File: config.mk
export PLATFORM = sky130hd
export DESIGN_NAME = sphere_cell_volume_fraction_flat
export DESIGN_NICKNAME = d
export VERILOG_FILES = /design/src/rtl/scvf_pkg.sv /design/src/rtl/scvf_if.sv /design/src/rtl/scvf_square.sv /design/src/rtl/scvf_datapath.sv /design/src/rtl/scvf_ctrl.sv /design/src/rtl/sphere_cell_volume_fraction.sv /design/src/flat_wrapper.sv
export SDC_FILE = /design/constraint.sdc
export NUM_CORES = 2
export LEC_CHECK = 0
export ABC_CLOCK_PERIOD_IN_PS = 11800
export BUFFER_PORTS_ARGS = -buffer_cell sky130_fd_sc_hd__buf_2
export CAP_MARGIN = 25
export CORE_UTILIZATION = 25
export DETAILED_ROUTE_END_ITERATION = 16
export REMOVE_ABC_BUFFERS = 1
export SETUP_SLACK_MARGIN = 0.3
export SLEW_MARGIN = 20
export SYNTH_ARGS = -nofsm -noshare
export SYNTH_HDL_FRONTEND = slang
export SYNTH_SLANG_ARGS = --single-unit
File: constraint.sdc
create_clock -name clock -period 11.8 [get_ports clock]
set_input_delay 0.59 -clock clock [delete_from_list [all_inputs] [get_ports clock]]
set_output_delay 0.59 -clock clock [all_outputs]
set_load 0.005 [all_outputs]
File: src/rtl/scvf_pkg.sv
// Shared constants, codes and command/status types for the sphere cell
// volume fraction block. No dependencies; every other file imports this one.

package scvf_pkg;

   // Sub-cells per axis and derived scaling
   localparam int SUBDIV     = 8;
   localparam int SCALE      = 2 * SUBDIV;
   localparam int SCALE_BITS = $clog2(SCALE);

   // Field widths
   localparam int COORD_W     = 32;
   localparam int SIZE_W      = 31;
   localparam int REG_W       = 31;
   localparam int CSR_INDEX_W = 1;
   localparam int COUNT_W     = 10;

   // Sample counting
   localparam int FULL      = SUBDIV * SUBDIV * SUBDIV;
   localparam int CNT_W     = $clog2(FULL + 1);
   localparam int CNT_EXT_W = (CNT_W > COUNT_W) ? CNT_W : COUNT_W;
   localparam int IDX_W     = (SUBDIV > 1) ? $clog2(SUBDIV) : 1;

   // Datapath widths
   localparam int DIFF_W = COORD_W + 1;                 // coordinate difference
   localparam int V_W    = COORD_W + SCALE_BITS + 2;    // scaled sample offset, signed
   localparam int MAG_W  = V_W - 1;                     // squaring unit operand
   localparam int SQ_W   = 2 * MAG_W;                   // squaring unit product
   localparam int SUM_W  = SQ_W + 2;                    // sum of three squares
   localparam int D2_W   = 2 * COORD_W + 2;             // center distance squared
   localparam int THR_W  = 2 * (REG_W + 1);             // (r - e)^2, (r + e)^2
   localparam int RS_W   = REG_W + SCALE_BITS;          // scaled radius
   localparam int RR_W   = 2 * RS_W;                    // scaled radius squared

   // Register indexes
   localparam logic [CSR_INDEX_W-1:0] REG_SEED_RADIUS = CSR_INDEX_W'(0);
   localparam logic [CSR_INDEX_W-1:0] REG_BAND_WIDTH  = CSR_INDEX_W'(1);

   typedef enum logic [2:0] {
      JOB_D2,
      JOB_INNER,
      JOB_OUTER,
      JOB_RR,
      JOB_SAMPLE
   } scvf_job_type;

   typedef enum logic [1:0] {
      AXIS_X,
      AXIS_Y,
      AXIS_Z
   } scvf_axis_type;

   typedef enum logic [1:0] {
      RES_ZERO,
      RES_FULL,
      RES_BAND
   } scvf_res_type;

   typedef struct packed {
      logic signed [COORD_W-1:0] cell_center_x;
      logic signed [COORD_W-1:0] cell_center_y;
      logic signed [COORD_W-1:0] cell_center_z;
      logic signed [COORD_W-1:0] cell_low_x;
      logic signed [COORD_W-1:0] cell_low_y;
      logic signed [COORD_W-1:0] cell_low_z;
      logic [SIZE_W-1:0]         cell_size_x;
      logic [SIZE_W-1:0]         cell_size_y;
      logic [SIZE_W-1:0]         cell_size_z;
      logic signed [COORD_W-1:0] sphere_x;
      logic signed [COORD_W-1:0] sphere_y;
      logic signed [COORD_W-1:0] sphere_z;
   } scvf_item_type;

   typedef struct packed {
      logic [REG_W-1:0] seed_radius;
      logic [REG_W-1:0] band_width;
   } scvf_cfg_type;

   typedef struct packed {
      logic          capture;
      logic          sq_start;
      logic          load_base;
      logic          samp_en;
      logic          load_result;
      scvf_job_type  job;
      scvf_axis_type axis;
      logic [IDX_W-1:0] entry;
      logic [IDX_W-1:0] samp_i;
      logic [IDX_W-1:0] samp_j;
      logic [IDX_W-1:0] samp_k;
      scvf_res_type  res_sel;
   } scvf_cmd_type;

   typedef struct packed {
      logic sq_done;
      logic inner_hit;
      logic outer_in;
   } scvf_status_type;

endpackage

File: src/rtl/scvf_if.sv
// Request and response channel interfaces (valid/ready with payload).
// Depends on scvf_pkg for field widths.

interface scvf_req_if;
   import scvf_pkg::*;

   logic                      valid;
   logic                      ready;
   logic signed [COORD_W-1:0] cell_center_x;
   logic signed [COORD_W-1:0] cell_center_y;
   logic signed [COORD_W-1:0] cell_center_z;
   logic signed [COORD_W-1:0] cell_low_x;
   logic signed [COORD_W-1:0] cell_low_y;
   logic signed [COORD_W-1:0] cell_low_z;
   logic [SIZE_W-1:0]         cell_size_x;
   logic [SIZE_W-1:0]         cell_size_y;
   logic [SIZE_W-1:0]         cell_size_z;
   logic signed [COORD_W-1:0] sphere_x;
   logic signed [COORD_W-1:0] sphere_y;
   logic signed [COORD_W-1:0] sphere_z;

   modport source (
      output valid, cell_center_x, cell_center_y, cell_center_z,
             cell_low_x, cell_low_y, cell_low_z,
             cell_size_x, cell_size_y, cell_size_z,
             sphere_x, sphere_y, sphere_z,
      input  ready
   );

   modport sink (
      input  valid, cell_center_x, cell_center_y, cell_center_z,
             cell_low_x, cell_low_y, cell_low_z,
             cell_size_x, cell_size_y, cell_size_z,
             sphere_x, sphere_y, sphere_z,
      output ready
   );
endinterface

interface scvf_rsp_if;
   import scvf_pkg::*;

   logic               valid;
   logic               ready;
   logic [COUNT_W-1:0] outside_count;
   logic               was_sampled;

   modport source (
      output valid, outside_count, was_sampled,
      input  ready
   );

   modport sink (
      input  valid, outside_count, was_sampled,
      output ready
   );
endinterface

File: src/rtl/scvf_square.sv
// Multi-cycle squaring unit: one half-width multiplier, three partial
// products accumulated in sequence. Depends on scvf_pkg.

module scvf_square import scvf_pkg::*; (
   input  logic             clock,
   input  logic             reset,
   input  logic             start,
   input  logic [MAG_W-1:0] operand,
   output logic             done,
   output logic [SQ_W-1:0]  product
);

   localparam int HALF_W = (MAG_W + 1) / 2;
   localparam int ACC_W  = 4 * HALF_W;

   typedef enum logic [1:0] {
      STEP_LO,
      STEP_MID,
      STEP_HI
   } step_type;

   step_type              step_ff;
   logic                  busy_ff;
   logic                  done_ff;
   logic [2*HALF_W-1:0]   op_ff;
   logic [ACC_W-1:0]      acc_ff;

   logic [HALF_W-1:0]     mul_a;
   logic [HALF_W-1:0]     mul_b;
   logic [2*HALF_W-1:0]   partial;
   logic [ACC_W-1:0]      partial_ext;
   logic [ACC_W-1:0]      addend;

   // Partial product select: lo*lo, 2*lo*hi, hi*hi
   always_comb begin
      case (step_ff)
         STEP_LO: begin
            mul_a = op_ff[HALF_W-1:0];
            mul_b = op_ff[HALF_W-1:0];
         end
         STEP_MID: begin
            mul_a = op_ff[HALF_W-1:0];
            mul_b = op_ff[2*HALF_W-1:HALF_W];
         end
         default: begin
            mul_a = op_ff[2*HALF_W-1:HALF_W];
            mul_b = op_ff[2*HALF_W-1:HALF_W];
         end
      endcase
      partial     = mul_a * mul_b;
      partial_ext = ACC_W'(partial);
      case (step_ff)
         STEP_LO:  addend = partial_ext;
         STEP_MID: addend = partial_ext << (HALF_W + 1);
         default:  addend = partial_ext << (2 * HALF_W);
      endcase
   end

   // Step sequencer and accumulator
   always_ff @(posedge clock) begin
      if (reset) begin
         step_ff <= STEP_LO;
         busy_ff <= 1'b0;
         done_ff <= 1'b0;
      end else begin
         // done pulses once, right after the last partial product is added
         done_ff <= !start && busy_ff && (step_ff == STEP_HI);
         if (start) begin
            busy_ff <= 1'b1;
            step_ff <= STEP_LO;
            op_ff   <= (2 * HALF_W)'(operand);
            acc_ff  <= '0;
         end else if (busy_ff) begin
            acc_ff <= acc_ff + addend;
            case (step_ff)
               STEP_LO:  step_ff <= STEP_MID;
               STEP_MID: step_ff <= STEP_HI;
               default: begin
                  step_ff <= STEP_LO;
                  busy_ff <= 1'b0;
               end
            endcase
         end
      end
   end

   assign done    = done_ff;
   assign product = acc_ff[SQ_W-1:0];

endmodule

File: src/rtl/scvf_datapath.sv
// Datapath: captured cell, squaring unit, thresholds, per-axis square
// tables and the sample sweep pipeline with counter. Depends on scvf_pkg,
// scvf_square.

module scvf_datapath import scvf_pkg::*; (
   input  logic               clock,
   input  logic               reset,
   input  scvf_cmd_type       cmd,
   input  scvf_item_type      item,
   input  scvf_cfg_type       cfg,
   output scvf_status_type    status,
   output logic [COUNT_W-1:0] outside_count,
   output logic               was_sampled
);

   localparam logic signed [V_W-1:0]   SCALE_V  = V_W'(SCALE);
   localparam logic [RS_W-1:0]         SCALE_R  = RS_W'(SCALE);
   localparam logic [CNT_EXT_W-1:0]    FULL_EXT = CNT_EXT_W'(FULL);

   scvf_item_type             item_ff;
   logic [D2_W-1:0]           d2_ff;
   logic [THR_W-1:0]          inner_sq_ff;
   logic [THR_W-1:0]          outer_sq_ff;
   logic [RR_W-1:0]           rr_ff;
   logic signed [V_W-1:0]     v_ff;
   logic [SQ_W-1:0]           tab_x_ff [SUBDIV];
   logic [SQ_W-1:0]           tab_y_ff [SUBDIV];
   logic [SQ_W-1:0]           tab_z_ff [SUBDIV];
   logic [SQ_W:0]             sxy_ff;
   logic [SQ_W-1:0]           sz_ff;
   logic                      s1_valid_ff;
   logic [CNT_W-1:0]          count_ff;
   logic [COUNT_W-1:0]        out_count_ff;
   logic                      out_sampled_ff;

   logic signed [COORD_W-1:0] cen_sel;
   logic signed [COORD_W-1:0] low_sel;
   logic signed [COORD_W-1:0] sph_sel;
   logic [SIZE_W-1:0]         size_sel;
   logic signed [DIFF_W-1:0]  cen_diff;
   logic signed [DIFF_W-1:0]  cen_neg;
   logic [COORD_W-1:0]        cen_mag;
   logic signed [DIFF_W-1:0]  low_diff;
   logic signed [V_W-1:0]     low_ext;
   logic signed [V_W-1:0]     base;
   logic signed [V_W-1:0]     size_ext;
   logic signed [V_W-1:0]     v_neg;
   logic [MAG_W-1:0]          v_mag;
   logic [REG_W:0]            r_minus_e;
   logic [REG_W:0]            r_plus_e;
   logic [RS_W-1:0]           r_scaled;
   logic [MAG_W-1:0]          sq_operand;
   logic                      sq_done;
   logic [SQ_W-1:0]           sq_product;
   logic [SUM_W-1:0]          sample_sum;
   logic [CNT_EXT_W-1:0]      count_ext;

   // Axis select from captured cell
   always_comb begin
      case (cmd.axis)
         AXIS_Y: begin
            cen_sel  = item_ff.cell_center_y;
            low_sel  = item_ff.cell_low_y;
            sph_sel  = item_ff.sphere_y;
            size_sel = item_ff.cell_size_y;
         end
         AXIS_Z: begin
            cen_sel  = item_ff.cell_center_z;
            low_sel  = item_ff.cell_low_z;
            sph_sel  = item_ff.sphere_z;
            size_sel = item_ff.cell_size_z;
         end
         default: begin
            cen_sel  = item_ff.cell_center_x;
            low_sel  = item_ff.cell_low_x;
            sph_sel  = item_ff.sphere_x;
            size_sel = item_ff.cell_size_x;
         end
      endcase
   end

   // Center offset magnitude, always below 2^32
   assign cen_diff = $signed({cen_sel[COORD_W-1], cen_sel})
                   - $signed({sph_sel[COORD_W-1], sph_sel});
   assign cen_neg  = -cen_diff;
   assign cen_mag  = cen_diff[DIFF_W-1] ? cen_neg[COORD_W-1:0] : cen_diff[COORD_W-1:0];

   // Scaled sample coordinate: SCALE*(low - sph) + (2n+1)*size
   assign low_diff = $signed({low_sel[COORD_W-1], low_sel})
                   - $signed({sph_sel[COORD_W-1], sph_sel});
   assign low_ext  = $signed({{(V_W-DIFF_W){low_diff[DIFF_W-1]}}, low_diff});
   assign base     = low_ext * SCALE_V;
   assign size_ext = $signed({{(V_W-SIZE_W){1'b0}}, size_sel});
   assign v_neg    = -v_ff;
   assign v_mag    = v_ff[V_W-1] ? v_neg[MAG_W-1:0] : v_ff[MAG_W-1:0];

   // Radius terms
   assign r_minus_e = {1'b0, cfg.seed_radius} - {1'b0, cfg.band_width};
   assign r_plus_e  = {1'b0, cfg.seed_radius} + {1'b0, cfg.band_width};
   assign r_scaled  = RS_W'(cfg.seed_radius) * SCALE_R;

   // Squaring unit operand
   always_comb begin
      case (cmd.job)
         JOB_D2:    sq_operand = MAG_W'(cen_mag);
         JOB_INNER: sq_operand = MAG_W'(r_minus_e);
         JOB_OUTER: sq_operand = MAG_W'(r_plus_e);
         JOB_RR:    sq_operand = MAG_W'(r_scaled);
         default:   sq_operand = v_mag;
      endcase
   end

   scvf_square u_square (
      .clock   (clock),
      .reset   (reset),
      .start   (cmd.sq_start),
      .operand (sq_operand),
      .done    (sq_done),
      .product (sq_product)
   );

   // Cell capture, sample coordinate walk and product stores
   always_ff @(posedge clock) begin
      if (cmd.capture) begin
         item_ff <= item;
         d2_ff   <= '0;
      end
      if (cmd.load_base) begin
         v_ff <= base + size_ext;
      end else if (cmd.sq_start && (cmd.job == JOB_SAMPLE)) begin
         v_ff <= v_ff + (size_ext <<< 1);
      end
      if (sq_done) begin
         case (cmd.job)
            JOB_D2:    d2_ff       <= d2_ff + sq_product[D2_W-1:0];
            JOB_INNER: inner_sq_ff <= sq_product[THR_W-1:0];
            JOB_OUTER: outer_sq_ff <= sq_product[THR_W-1:0];
            JOB_RR:    rr_ff       <= sq_product[RR_W-1:0];
            JOB_SAMPLE: begin
               case (cmd.axis)
                  AXIS_Y:  tab_y_ff[cmd.entry] <= sq_product;
                  AXIS_Z:  tab_z_ff[cmd.entry] <= sq_product;
                  default: tab_x_ff[cmd.entry] <= sq_product;
               endcase
            end
            default: ;
         endcase
      end
   end

   // Band decision flags
   assign status.sq_done   = sq_done;
   assign status.inner_hit = (cfg.seed_radius > cfg.band_width)
                           && (d2_ff < D2_W'(inner_sq_ff));
   assign status.outer_in  = d2_ff < D2_W'(outer_sq_ff);

   // Sweep pipeline: x+y sum, then +z and compare against scaled radius
   assign sample_sum = SUM_W'(sxy_ff) + SUM_W'(sz_ff);

   always_ff @(posedge clock) begin
      if (reset) begin
         s1_valid_ff <= 1'b0;
      end else begin
         s1_valid_ff <= cmd.samp_en;
      end
      if (cmd.samp_en) begin
         sxy_ff <= (SQ_W + 1)'(tab_x_ff[cmd.samp_i]) + (SQ_W + 1)'(tab_y_ff[cmd.samp_j]);
         sz_ff  <= tab_z_ff[cmd.samp_k];
      end
      if (cmd.capture) begin
         count_ff <= '0;
      end else if (s1_valid_ff && (sample_sum > SUM_W'(rr_ff))) begin
         count_ff <= count_ff + 1'b1;
      end
   end

   // Result register
   assign count_ext = CNT_EXT_W'(count_ff);

   always_ff @(posedge clock) begin
      if (cmd.load_result) begin
         case (cmd.res_sel)
            RES_FULL: begin
               out_count_ff   <= FULL_EXT[COUNT_W-1:0];
               out_sampled_ff <= 1'b0;
            end
            RES_BAND: begin
               out_count_ff   <= count_ext[COUNT_W-1:0];
               out_sampled_ff <= 1'b1;
            end
            default: begin
               out_count_ff   <= '0;
               out_sampled_ff <= 1'b0;
            end
         endcase
      end
   end

   assign outside_count = out_count_ff;
   assign was_sampled   = out_sampled_ff;

endmodule

File: src/rtl/scvf_ctrl.sv
// Controller: sequences the squaring jobs, the band decision, the table
// fill and the sample sweep, and owns the handshakes. Depends on scvf_pkg.

module scvf_ctrl import scvf_pkg::*; (
   input  logic            clock,
   input  logic            reset,
   input  logic            req_valid,
   output logic            req_ready,
   output logic            rsp_valid,
   input  logic            rsp_ready,
   input  scvf_status_type status,
   output scvf_cmd_type    cmd
);

   localparam logic [IDX_W-1:0] IDX_LAST = IDX_W'(SUBDIV - 1);

   typedef enum logic [2:0] {
      S_IDLE,
      S_ISSUE,
      S_WAIT,
      S_DECIDE,
      S_LOAD,
      S_SWEEP,
      S_DRAIN,
      S_FINISH
   } state_type;

   state_type     state_ff;
   scvf_job_type  job_ff;
   scvf_axis_type axis_ff;
   logic [IDX_W-1:0] entry_ff;
   logic [IDX_W-1:0] samp_i_ff;
   logic [IDX_W-1:0] samp_j_ff;
   logic [IDX_W-1:0] samp_k_ff;
   scvf_res_type  res_ff;
   logic          rsp_valid_ff;

   scvf_axis_type next_axis;
   logic          out_free;

   always_comb begin
      case (axis_ff)
         AXIS_X:  next_axis = AXIS_Y;
         AXIS_Y:  next_axis = AXIS_Z;
         default: next_axis = AXIS_X;
      endcase
   end

   // Output register may be reloaded once its transaction completes
   assign out_free  = !rsp_valid_ff || rsp_ready;
   assign req_ready = (state_ff == S_IDLE);
   assign rsp_valid = rsp_valid_ff;

   // Commands to the datapath
   always_comb begin
      cmd.capture     = (state_ff == S_IDLE) && req_valid;
      cmd.sq_start    = (state_ff == S_ISSUE);
      cmd.load_base   = (state_ff == S_LOAD);
      cmd.samp_en     = (state_ff == S_SWEEP);
      cmd.load_result = (state_ff == S_FINISH) && out_free;
      cmd.job         = job_ff;
      cmd.axis        = axis_ff;
      cmd.entry       = entry_ff;
      cmd.samp_i      = samp_i_ff;
      cmd.samp_j      = samp_j_ff;
      cmd.samp_k      = samp_k_ff;
      cmd.res_sel     = res_ff;
   end

   always_ff @(posedge clock) begin
      if (reset) begin
         state_ff     <= S_IDLE;
         job_ff       <= JOB_D2;
         axis_ff      <= AXIS_X;
         entry_ff     <= '0;
         samp_i_ff    <= '0;
         samp_j_ff    <= '0;
         samp_k_ff    <= '0;
         res_ff       <= RES_ZERO;
         rsp_valid_ff <= 1'b0;
      end else begin
         // Result taken; in S_FINISH the reload below decides valid
         if (rsp_valid_ff && rsp_ready && (state_ff != S_FINISH)) begin
            rsp_valid_ff <= 1'b0;
         end
         case (state_ff)
            S_IDLE: begin
               if (req_valid) begin
                  job_ff   <= JOB_D2;
                  axis_ff  <= AXIS_X;
                  state_ff <= S_ISSUE;
               end
            end
            S_ISSUE: state_ff <= S_WAIT;
            S_WAIT: begin
               if (status.sq_done) begin
                  case (job_ff)
                     JOB_D2: begin
                        state_ff <= S_ISSUE;
                        if (axis_ff == AXIS_Z) begin
                           job_ff <= JOB_INNER;
                        end else begin
                           axis_ff <= next_axis;
                        end
                     end
                     JOB_INNER: begin
                        job_ff   <= JOB_OUTER;
                        state_ff <= S_ISSUE;
                     end
                     JOB_OUTER: state_ff <= S_DECIDE;
                     JOB_RR: begin
                        axis_ff  <= AXIS_X;
                        entry_ff <= '0;
                        state_ff <= S_LOAD;
                     end
                     JOB_SAMPLE: begin
                        if (entry_ff == IDX_LAST) begin
                           entry_ff <= '0;
                           if (axis_ff == AXIS_Z) begin
                              samp_i_ff <= '0;
                              samp_j_ff <= '0;
                              samp_k_ff <= '0;
                              state_ff  <= S_SWEEP;
                           end else begin
                              axis_ff  <= next_axis;
                              state_ff <= S_LOAD;
                           end
                        end else begin
                           entry_ff <= entry_ff + 1'b1;
                           state_ff <= S_ISSUE;
                        end
                     end
                     default: state_ff <= S_IDLE;
                  endcase
               end
            end
            // Deep inside, well outside, or in the band
            S_DECIDE: begin
               if (status.inner_hit) begin
                  res_ff   <= RES_ZERO;
                  state_ff <= S_FINISH;
               end else if (!status.outer_in) begin
                  res_ff   <= RES_FULL;
                  state_ff <= S_FINISH;
               end else begin
                  res_ff   <= RES_BAND;
                  job_ff   <= JOB_RR;
                  state_ff <= S_ISSUE;
               end
            end
            S_LOAD: begin
               job_ff   <= JOB_SAMPLE;
               state_ff <= S_ISSUE;
            end
            // One sample point per cycle, k fastest
            S_SWEEP: begin
               if (samp_k_ff == IDX_LAST) begin
                  samp_k_ff <= '0;
                  if (samp_j_ff == IDX_LAST) begin
                     samp_j_ff <= '0;
                     if (samp_i_ff == IDX_LAST) begin
                        state_ff <= S_DRAIN;
                     end else begin
                        samp_i_ff <= samp_i_ff + 1'b1;
                     end
                  end else begin
                     samp_j_ff <= samp_j_ff + 1'b1;
                  end
               end else begin
                  samp_k_ff <= samp_k_ff + 1'b1;
               end
            end
            S_DRAIN: state_ff <= S_FINISH;
            S_FINISH: begin
               if (out_free) begin
                  rsp_valid_ff <= 1'b1;
                  state_ff     <= S_IDLE;
               end
            end
            default: state_ff <= S_IDLE;
         endcase
      end
   end

endmodule

File: src/rtl/sphere_cell_volume_fraction.sv
// Top level: configuration registers, channel hookup, controller and
// datapath. Depends on scvf_pkg, scvf_if, scvf_ctrl, scvf_datapath.
//
//   Port group    Direction  Transaction
//   req_bus       in         one cell: center, lower corner, size, sphere center
//   rsp_bus       out        outside_count, was_sampled
//   csr_*         in         register write, index 0 seed_radius, 1 band_width
//
// A cell clearly inside or outside the band is decided once the centre distance
// and both thresholds are squared; a band cell also squares the scaled radius,
// fills three tables of SUBDIV squares and sweeps SUBDIV^3 points. All squares
// share one 19x19 multiplier; the sweep tests one sample point per cycle.
// Reset restores seed_radius 65536 and band_width 6554; no clearing pass.
// The result waits in an output register; req_bus.ready returns as soon as it
// is loaded, and the controller only holds if a second result is due first.

module sphere_cell_volume_fraction import scvf_pkg::*; (
   input  logic                   clock,
   input  logic                   reset,
   scvf_req_if.sink               req_bus,
   scvf_rsp_if.source             rsp_bus,
   input  logic                   csr_write_enable,
   input  logic [CSR_INDEX_W-1:0] csr_index,
   input  logic [REG_W-1:0]       csr_write_data
);

   logic [REG_W-1:0] seed_radius_ff;
   logic [REG_W-1:0] band_width_ff;

   scvf_cfg_type    cfg;
   scvf_item_type   item;
   scvf_cmd_type    cmd;
   scvf_status_type status;
   logic            req_ready;
   logic            rsp_valid;
   logic [COUNT_W-1:0] outside_count;
   logic            was_sampled;

   // Configuration registers
   always_ff @(posedge clock) begin
      if (reset) begin
         seed_radius_ff <= REG_W'(65536);
         band_width_ff  <= REG_W'(6554);
      end else if (csr_write_enable) begin
         case (csr_index)
            REG_SEED_RADIUS: seed_radius_ff <= csr_write_data;
            REG_BAND_WIDTH:  band_width_ff  <= csr_write_data;
            default: ;
         endcase
      end
   end

   assign cfg.seed_radius = seed_radius_ff;
   assign cfg.band_width  = band_width_ff;

   // Request payload
   assign item.cell_center_x = req_bus.cell_center_x;
   assign item.cell_center_y = req_bus.cell_center_y;
   assign item.cell_center_z = req_bus.cell_center_z;
   assign item.cell_low_x    = req_bus.cell_low_x;
   assign item.cell_low_y    = req_bus.cell_low_y;
   assign item.cell_low_z    = req_bus.cell_low_z;
   assign item.cell_size_x   = req_bus.cell_size_x;
   assign item.cell_size_y   = req_bus.cell_size_y;
   assign item.cell_size_z   = req_bus.cell_size_z;
   assign item.sphere_x      = req_bus.sphere_x;
   assign item.sphere_y      = req_bus.sphere_y;
   assign item.sphere_z      = req_bus.sphere_z;

   scvf_ctrl u_ctrl (
      .clock     (clock),
      .reset     (reset),
      .req_valid (req_bus.valid),
      .req_ready (req_ready),
      .rsp_valid (rsp_valid),
      .rsp_ready (rsp_bus.ready),
      .status    (status),
      .cmd       (cmd)
   );

   scvf_datapath u_datapath (
      .clock         (clock),
      .reset         (reset),
      .cmd           (cmd),
      .item          (item),
      .cfg           (cfg),
      .status        (status),
      .outside_count (outside_count),
      .was_sampled   (was_sampled)
   );

   assign req_bus.ready         = req_ready;
   assign rsp_bus.valid         = rsp_valid;
   assign rsp_bus.outside_count = outside_count;
   assign rsp_bus.was_sampled   = was_sampled;

endmodule

File: src/flat_wrapper.sv
// flat-port wrapper written by rule: the top's interface ports become plain ports
module sphere_cell_volume_fraction_flat import scvf_pkg::*;
  (clock, reset, csr_write_enable, csr_index, csr_write_data, req_bus_valid, req_bus_cell_center_x, req_bus_cell_center_y, req_bus_cell_center_z, req_bus_cell_low_x, req_bus_cell_low_y, req_bus_cell_low_z, req_bus_cell_size_x, req_bus_cell_size_y, req_bus_cell_size_z, req_bus_sphere_x, req_bus_sphere_y, req_bus_sphere_z, req_bus_ready, rsp_bus_valid, rsp_bus_outside_count, rsp_bus_was_sampled, rsp_bus_ready);
  scvf_req_if req_bus_i ();
  scvf_rsp_if rsp_bus_i ();
  input  logic clock;
  input  logic reset;
  input  logic csr_write_enable;
  input  logic [CSR_INDEX_W-1:0] csr_index;
  input  logic [REG_W-1:0] csr_write_data;
  input wire logic [$bits(req_bus_i.valid)-1:0] req_bus_valid;
  input wire logic [$bits(req_bus_i.cell_center_x)-1:0] req_bus_cell_center_x;
  input wire logic [$bits(req_bus_i.cell_center_y)-1:0] req_bus_cell_center_y;
  input wire logic [$bits(req_bus_i.cell_center_z)-1:0] req_bus_cell_center_z;
  input wire logic [$bits(req_bus_i.cell_low_x)-1:0] req_bus_cell_low_x;
  input wire logic [$bits(req_bus_i.cell_low_y)-1:0] req_bus_cell_low_y;
  input wire logic [$bits(req_bus_i.cell_low_z)-1:0] req_bus_cell_low_z;
  input wire logic [$bits(req_bus_i.cell_size_x)-1:0] req_bus_cell_size_x;
  input wire logic [$bits(req_bus_i.cell_size_y)-1:0] req_bus_cell_size_y;
  input wire logic [$bits(req_bus_i.cell_size_z)-1:0] req_bus_cell_size_z;
  input wire logic [$bits(req_bus_i.sphere_x)-1:0] req_bus_sphere_x;
  input wire logic [$bits(req_bus_i.sphere_y)-1:0] req_bus_sphere_y;
  input wire logic [$bits(req_bus_i.sphere_z)-1:0] req_bus_sphere_z;
  output wire logic [$bits(req_bus_i.ready)-1:0] req_bus_ready;
  output wire logic [$bits(rsp_bus_i.valid)-1:0] rsp_bus_valid;
  output wire logic [$bits(rsp_bus_i.outside_count)-1:0] rsp_bus_outside_count;
  output wire logic [$bits(rsp_bus_i.was_sampled)-1:0] rsp_bus_was_sampled;
  input wire logic [$bits(rsp_bus_i.ready)-1:0] rsp_bus_ready;
  assign req_bus_i.valid = req_bus_valid;
  assign req_bus_i.cell_center_x = req_bus_cell_center_x;
  assign req_bus_i.cell_center_y = req_bus_cell_center_y;
  assign req_bus_i.cell_center_z = req_bus_cell_center_z;
  assign req_bus_i.cell_low_x = req_bus_cell_low_x;
  assign req_bus_i.cell_low_y = req_bus_cell_low_y;
  assign req_bus_i.cell_low_z = req_bus_cell_low_z;
  assign req_bus_i.cell_size_x = req_bus_cell_size_x;
  assign req_bus_i.cell_size_y = req_bus_cell_size_y;
  assign req_bus_i.cell_size_z = req_bus_cell_size_z;
  assign req_bus_i.sphere_x = req_bus_sphere_x;
  assign req_bus_i.sphere_y = req_bus_sphere_y;
  assign req_bus_i.sphere_z = req_bus_sphere_z;
  assign req_bus_ready = req_bus_i.ready;
  assign rsp_bus_valid = rsp_bus_i.valid;
  assign rsp_bus_outside_count = rsp_bus_i.outside_count;
  assign rsp_bus_was_sampled = rsp_bus_i.was_sampled;
  assign rsp_bus_i.ready = rsp_bus_ready;
  sphere_cell_volume_fraction u_core (.clock(clock), .reset(reset), .req_bus(req_bus_i), .rsp_bus(rsp_bus_i), .csr_write_enable(csr_write_enable), .csr_index(csr_index), .csr_write_data(csr_write_data));
endmodule
---- Word level (Yosys, flattened, before mapping) ----
Memories as Yosys holds them, arrays and structs flattened. A register that Yosys moved wholly into a read port is not among the register bits.
Cells that the tools add are included.
storage, ports and cells
  register bits ........................... 982
  RAM bits ................................ 1776
  bits of input ports ..................... 418
  output and inout port bits .............. 13
  logic and storage cells ................. 227
  memories ................................ 3
cells by class
  add/sub/neg operators ................... 17
  $mul .................................... 1
  magnitude comparators ................... 4
  equal/unequal tests ..................... 38
  muxes and demuxes ....................... 84
  bitwise gates (word level) .............. 2
  reductions and logical operators ........ 40
memories
  memory                      depth  width  rd ports  clocked after Yosys merged registers in  write ports  line                 RTL
  u_core.u_datapath.tab_x_ff  8      74     1         1                                        1            scvf_datapath.sv:26  logic [SQ_W-1:0] tab_x_ff [SUBDIV];
  u_core.u_datapath.tab_y_ff  8      74     1         1                                        1            scvf_datapath.sv:27  logic [SQ_W-1:0] tab_y_ff [SUBDIV];
  u_core.u_datapath.tab_z_ff  8      74     1         1                                        1            scvf_datapath.sv:28  logic [SQ_W-1:0] tab_z_ff [SUBDIV];
operators with widths
  operator          number
  $mux 66           3
  $pmux 32 s2       3
  $pmux 76 s2       1
  $pmux 37 s4       1
  $lt 66x64->1      2
  $mux 3            29
  $add 75x74->76    1
  $add 76x76->76    1
  $gt 76x70->1      1
  $mux 38           2
  $mux 76           1
  $add 74x74->75    1
  $add 66x66->66    1
  $sub 32x32->33    2
  $pmux 31 s2       1
  $add 37x32->38    1
  $add 38x33->38    1
  $mul 19x19->38    1
  $mux 19           2
  $mux 37           1
  $neg 37->37       1
  $add 31x31->32    1
  $mux 32           1
  $neg 32->32       1
  other kinds (37)  126

---- Depth between registers and ports, before layout ----
  word-level depth ........................ 8
  mapped depth ............................ 47

---- By module ----
From an unflattened synthesis, not the netlist that was laid out.
unflattened totals
  cells, all modules ...................... 11254
  area, all modules ....................... 149430.8 sq um
modules (own cells, without submodules)
  module                       instances  cells an instance  area an instance (sq um)
  scvf_datapath                1          8344               124080.3
  scvf_square                  1          2512               21409.3
  sphere_cell_volume_fraction  1          242                2621.3
  scvf_ctrl                    1          156                1320.0

---- Worst setup path after synthesis ----
No wires, ideal clock.
  path type ............................... reg2reg
  from .................................... register u_core.u_ctrl.state_ff[0]
  to ...................................... register u_core.u_datapath.d2_ff[60]
  setup time .............................. 0.059 ns
  data arrival time ....................... 11.221 ns
  required time ........................... 11.741 ns
  setup slack ............................. 0.520 ns
  stages on the path, launching flop included .. 8
  path buffers ............................ 2
  period minus slack after synthesis ...... 11.280 ns
  path through ............................ dfxtp_1 -> clkbuf_1 -> nor3_1 -> nand2_1 -> clkinv_1 -> nor2_1 -> clkbuf_1 -> a22o_1
RTL lines
  element                   line                  RTL
  start: declaration        scvf_ctrl.sv:28       state_type state_ff;
  start signal: assignment  scvf_ctrl.sv:72       state_ff <= S_IDLE;
  start signal: assignment  scvf_ctrl.sv:91       state_ff <= S_ISSUE;
  start signal: assignment  scvf_ctrl.sv:94       S_ISSUE: state_ff <= S_WAIT;
  end signal: assignment    scvf_datapath.sv:135  JOB_D2: d2_ff <= d2_ff + sq_product[D2_W-1:0];
  end: declaration          scvf_datapath.sv:21   logic [D2_W-1:0] d2_ff;

---- Worst setup path after layout ----
  from .................................... register u_core.u_datapath.u_square.step_ff[1]
  to ...................................... register u_core.u_datapath.u_square.acc_ff[69] (data pin)
between the ends
  longest elaborated chain between the ends .. 7
ends and longest elaborated chain
  element                                        line                                  RTL
  start: declaration                             scvf_square.sv:22                     step_type step_ff;
  start signal: assignment                       scvf_square.sv:62                     step_ff <= STEP_LO;
  start signal: assignment                       scvf_square.sv:70                     step_ff <= STEP_LO;
  start signal: assignment                       scvf_square.sv:76                     STEP_LO: step_ff <= STEP_MID;
  $eq 2x1->1 or $logic_not 2->1 (tied branches)  scvf_square.sv:36, scvf_square.sv:52
  $reduce_or 2->1 (no line)                      --
  $mux 19                                        scvf_square.sv:36                     case (step_ff)
  $mul 19x19->38                                 scvf_square.sv:50                     partial = mul_a * mul_b;
  $pmux 76 s2 (*)                                scvf_square.sv:52                     case (step_ff)
  $add 76x76->76 (*)                             scvf_square.sv:74                     acc_ff <= acc_ff + addend;
  $mux 76 (*)                                    scvf_square.sv:73                     end else if (busy_ff) begin
  end signal: assignment                         scvf_square.sv:74
  end: declaration                               scvf_square.sv:26                     logic [ACC_W-1:0] acc_ff;
Every way passes the cells marked *; elsewhere a longest branch is shown, timed or not. The select of a mux whose other input is x is not followed.
A chain may end at the register's enable or synchronous reset.

==> results.ini <==
[status]
status=finished clean

[placement]
placed_area_um2=160000
dpl_worst_slack_ns=0.2415
dp_hpwl_um=293000
gp_congestion=0.9068
io_buffers=430

[min_path]
min_path_type=in -> reg

[global_routing]
grt_pass1_wl_um=634300
use_met3_pct=1.869
grt_usage_pct=14.08
grt_pass1_vias=96380
grt_use_met1_pct=18.62
grt_max_degree=100
use_met2_pct=23.72
top_usage_layer=met2
antenna_found_initial=51
grt_overflow=0

[critical_path]
reg2reg_slack_ns=0.86
arrival_ns=11.59
worstReg2RegStart=u_core.u_datapath.u_square.step_ff[1]
cp_num_buf_inv=6
r2r_end=u_core.u_datapath.u_square.acc_ff[69]
cp_slowest_cell=fa_1
reg2reg_depth=43
crit_cells=43
required_ns=12.45
cp-endpoint=u_core.u_datapath.u_square.acc_ff[69]
max_stage_delay_ns=0.56
crit_type=reg -> reg
critPathLaunchType=flop
path_delay_family=compound AO/OA/AOI/OAI gates
cp-end-kind=flop
worstPathMaxFanout=19
startpoint=u_core.u_datapath.u_square.step_ff[1]

[sta]
hold_viol=0
period_needed_ns=10.94
max_freq_ghz=0.09144
worstMarginPinSlew_ns=1.098
timing.hold.ws_ns=0.2113
rsz0062_at_grt=no
clock-skew-final_ns=0.1072
fin_crit_sh_pct=92.68
slew_headroom_pct=26.78
timing.final.ws_setup_ns=0.8643
slew_violations=0
setup_viol=0

[yosys]
syn_area_um2=147300
synth_ff_type=edfxtp_1
yosys_warnings=0
synth_cell_type_count=99
async_reset_ff_share_pct=0
seq_area_frac_synth_pct=56.66
syn_inst=11030
syn_avg_cell_area_um2=13.36
synth_edf_count=2664
ys_seq_elements=2836

[drt]
routed_wl_um=432800
vias_per_cell=4.790
ant_nets=0
wire_per_inst_um=21.53
drc=0
via_count=96290
drt-initial-drc-count=8840
firstDrtPassIters=6

[finish]
fill_cells=58320
area_delta_synth_final_pct=18.43
post-route-util_pct=29.76
drive_gt1_share_pct=16.04
nets=13560
postLayoutCellArea_um2=174400

[cts]
clk_latency_ns=0.99
cts_sinks=2836
cts.path.max_buffers=4
cts_tree=done
cts_max_level=5
ctsRootBufferMaster=clkbuf_16
cts_buffers=308
cts.reportedPaths.clkPinSlew_ns=0.06

[floorplanning]
coreArea_um2=586100
die_x_um=769.5
io-pin-count=431
die_area_um2=592100
initial_core_util_pct=25.13
chipHeight_um=769.5
rows=281

[job]
drv_cap=0

[worst reg2reg max path, delay by kind of cell (launching register included)]
kind	cells	cell delay [ns]
compound gates	20	4.49
fa+ha+maj	8	3.38
simple gates	6	1.16
buf+inv	6	0.72
flops	1	0.45
mux	2	0.33
xor+xnor	1	0.19
[repair_timing]
item,4_1_cts,5_1_grt
endpoints found under the hold margin,443,0
pin swaps,0,2
hold buffers,412,0
setup endpoints to repair,2,18
buffers inserted,0,6
gates resized for setup,1,14
[cells in the final DEF (no fill, tap or decap), drive strengths merged, types with 78 or more instances in the layout]
master       instances
fa                 298
a21oi              713
mux2               240
nand4              101
ha                 805
nor2b               78
dlygate4sd3        412
buf                710
a22oi              142
nand2              755
nand3              140
a211oi              80
a21o               325
nor2               729
xnor2              301
mux4               445
xor2               175
edfxtp            2664
clkbuf             373
o21ai              454
clkinv             125
dfxtp              172
nor3               113
and2                78
o21a                87
nand2b             100
inv                786
[worst min-delay path by stage]
stage / start / endpoint / depth (start not counted)
final: req_bus_valid / u_core.u_ctrl.state_ff[0] / 3
after global routing: req_bus_valid / u_core.u_ctrl.state_ff[0] / 3
after CTS: req_bus_valid / u_core.u_ctrl.state_ff[0] / 3
after detailed placement: u_core.u_datapath.u_square.acc_ff[56] / u_core.u_datapath.inner_sq_ff[56] / 0
after global placement: u_core.u_datapath.u_square.acc_ff[56] / u_core.u_datapath.inner_sq_ff[56] / 0
after floorplan: u_core.u_ctrl.samp_j_ff[1] / flop / 2
[cell families (layout without fill, tap and decap cells)]
| kind of cell | after synthesis | in the layout | share of synthesized area [%] |
|---|---|---|---|
| DFF | 2836 | 2836 | 56.66 |
| and+or+nand+nor | 2346 | 2346 | 7.381 |
| AOI/OAI and AO/OA | 2329 | 2329 | 10.16 |
| buffers and inverters | 1191 | 2441 | 3.042 |
| adders and majority gates | 1103 | 1103 | 10.89 |
| muxes | 744 | 744 | 9.041 |
| xor gates and xnor gates | 476 | 476 | 2.831 |
| other | 0 | 45 | 0 |
[layer usage]
metal  vias to the layer above  share of wire (%)
met1                     48550                 43
met2                      3395                 47
li1                      43610                  -
met4                        32                3.8
met3                       714                6.2
met5                         -              0.045
[cells in the mapped netlist, types with 26 or more instances]
cell	count	area share [%]
nand4_1	101	0.43
a21oi_1	711	2.4
nand2_1	755	1.9
a31oi_1	56	0.24
mux2i_1	59	0.40
a22oi_1	142	0.72
buf_1	70	0.18
nand3_1	140	0.48
nor3_1	112	0.38
o21bai_1	77	0.39
xor2_1	175	1.0
a211oi_1	78	0.40
xnor2_1	301	1.8
a22o_1	26	0.15
ha_1	805	6.8
edfxtp_1	2664	54
mux2_2	239	1.8
o211ai_1	39	0.20
o31ai_1	46	0.23
dfxtp_1	172	2.3
fa_1	298	4.1
inv_1	764	1.9
nor2b_1	78	0.33
or3_1	48	0.20
o21a_1	87	0.44
and2_1	78	0.33
clkbuf_1	346	0.88
a21o_1	325	1.7
nor2_1	729	1.9
and3_1	57	0.24
nand2b_1	100	0.42
mux4_2	445	6.8
o21ai_0	440	1.5
[per-stage QoR]
stage | TNS (ns) | std cells
floorplan | -158.99 | 10600
global placement | 0 | 19060
detailed placement | 0 | 19070
CTS | 0 | 20040
global route | 0 | 20090
finish | 0 | 20100
[layout make-up]
type                       count  area (µm²)  area share [%]
multi-input combinational   6998       59700           34.23
inverter                     767        2892           1.658
clock buffer                 372        8010           4.593
timing repair buffer        1123        8641           4.954
clock inverter               179        1849           1.060
tap                         7782        9737           5.583
antenna                       45       112.6         0.06456
sequential                  2836       83480           47.86
[flip-flops by register name (all words and copies together), names as in the netlist, 10 cells and up, named ones only]
name	cells
u_core.u_datapath.tab_x_ff	592
u_core.u_datapath.tab_y_ff	592
u_core.u_datapath.tab_z_ff	592
u_core.u_datapath.item_ff	381
u_core.u_datapath.sxy_ff	75
u_core.u_datapath.sz_ff	74
u_core.u_datapath.u_square.acc_ff	74
u_core.u_datapath.rr_ff	70
u_core.u_datapath.d2_ff	66
u_core.u_datapath.inner_sq_ff	64
u_core.u_datapath.outer_sq_ff	64
u_core.u_datapath.v_ff	38
u_core.u_datapath.u_square.op_ff	37
u_core.band_width_ff	31
u_core.seed_radius_ff	31
u_core.u_datapath.count_ext	10
u_core.u_datapath.outside_count	10
Power is not shown: default switching activity piles up to over one toggle a cycle in this logic, so the estimate is an artifact.
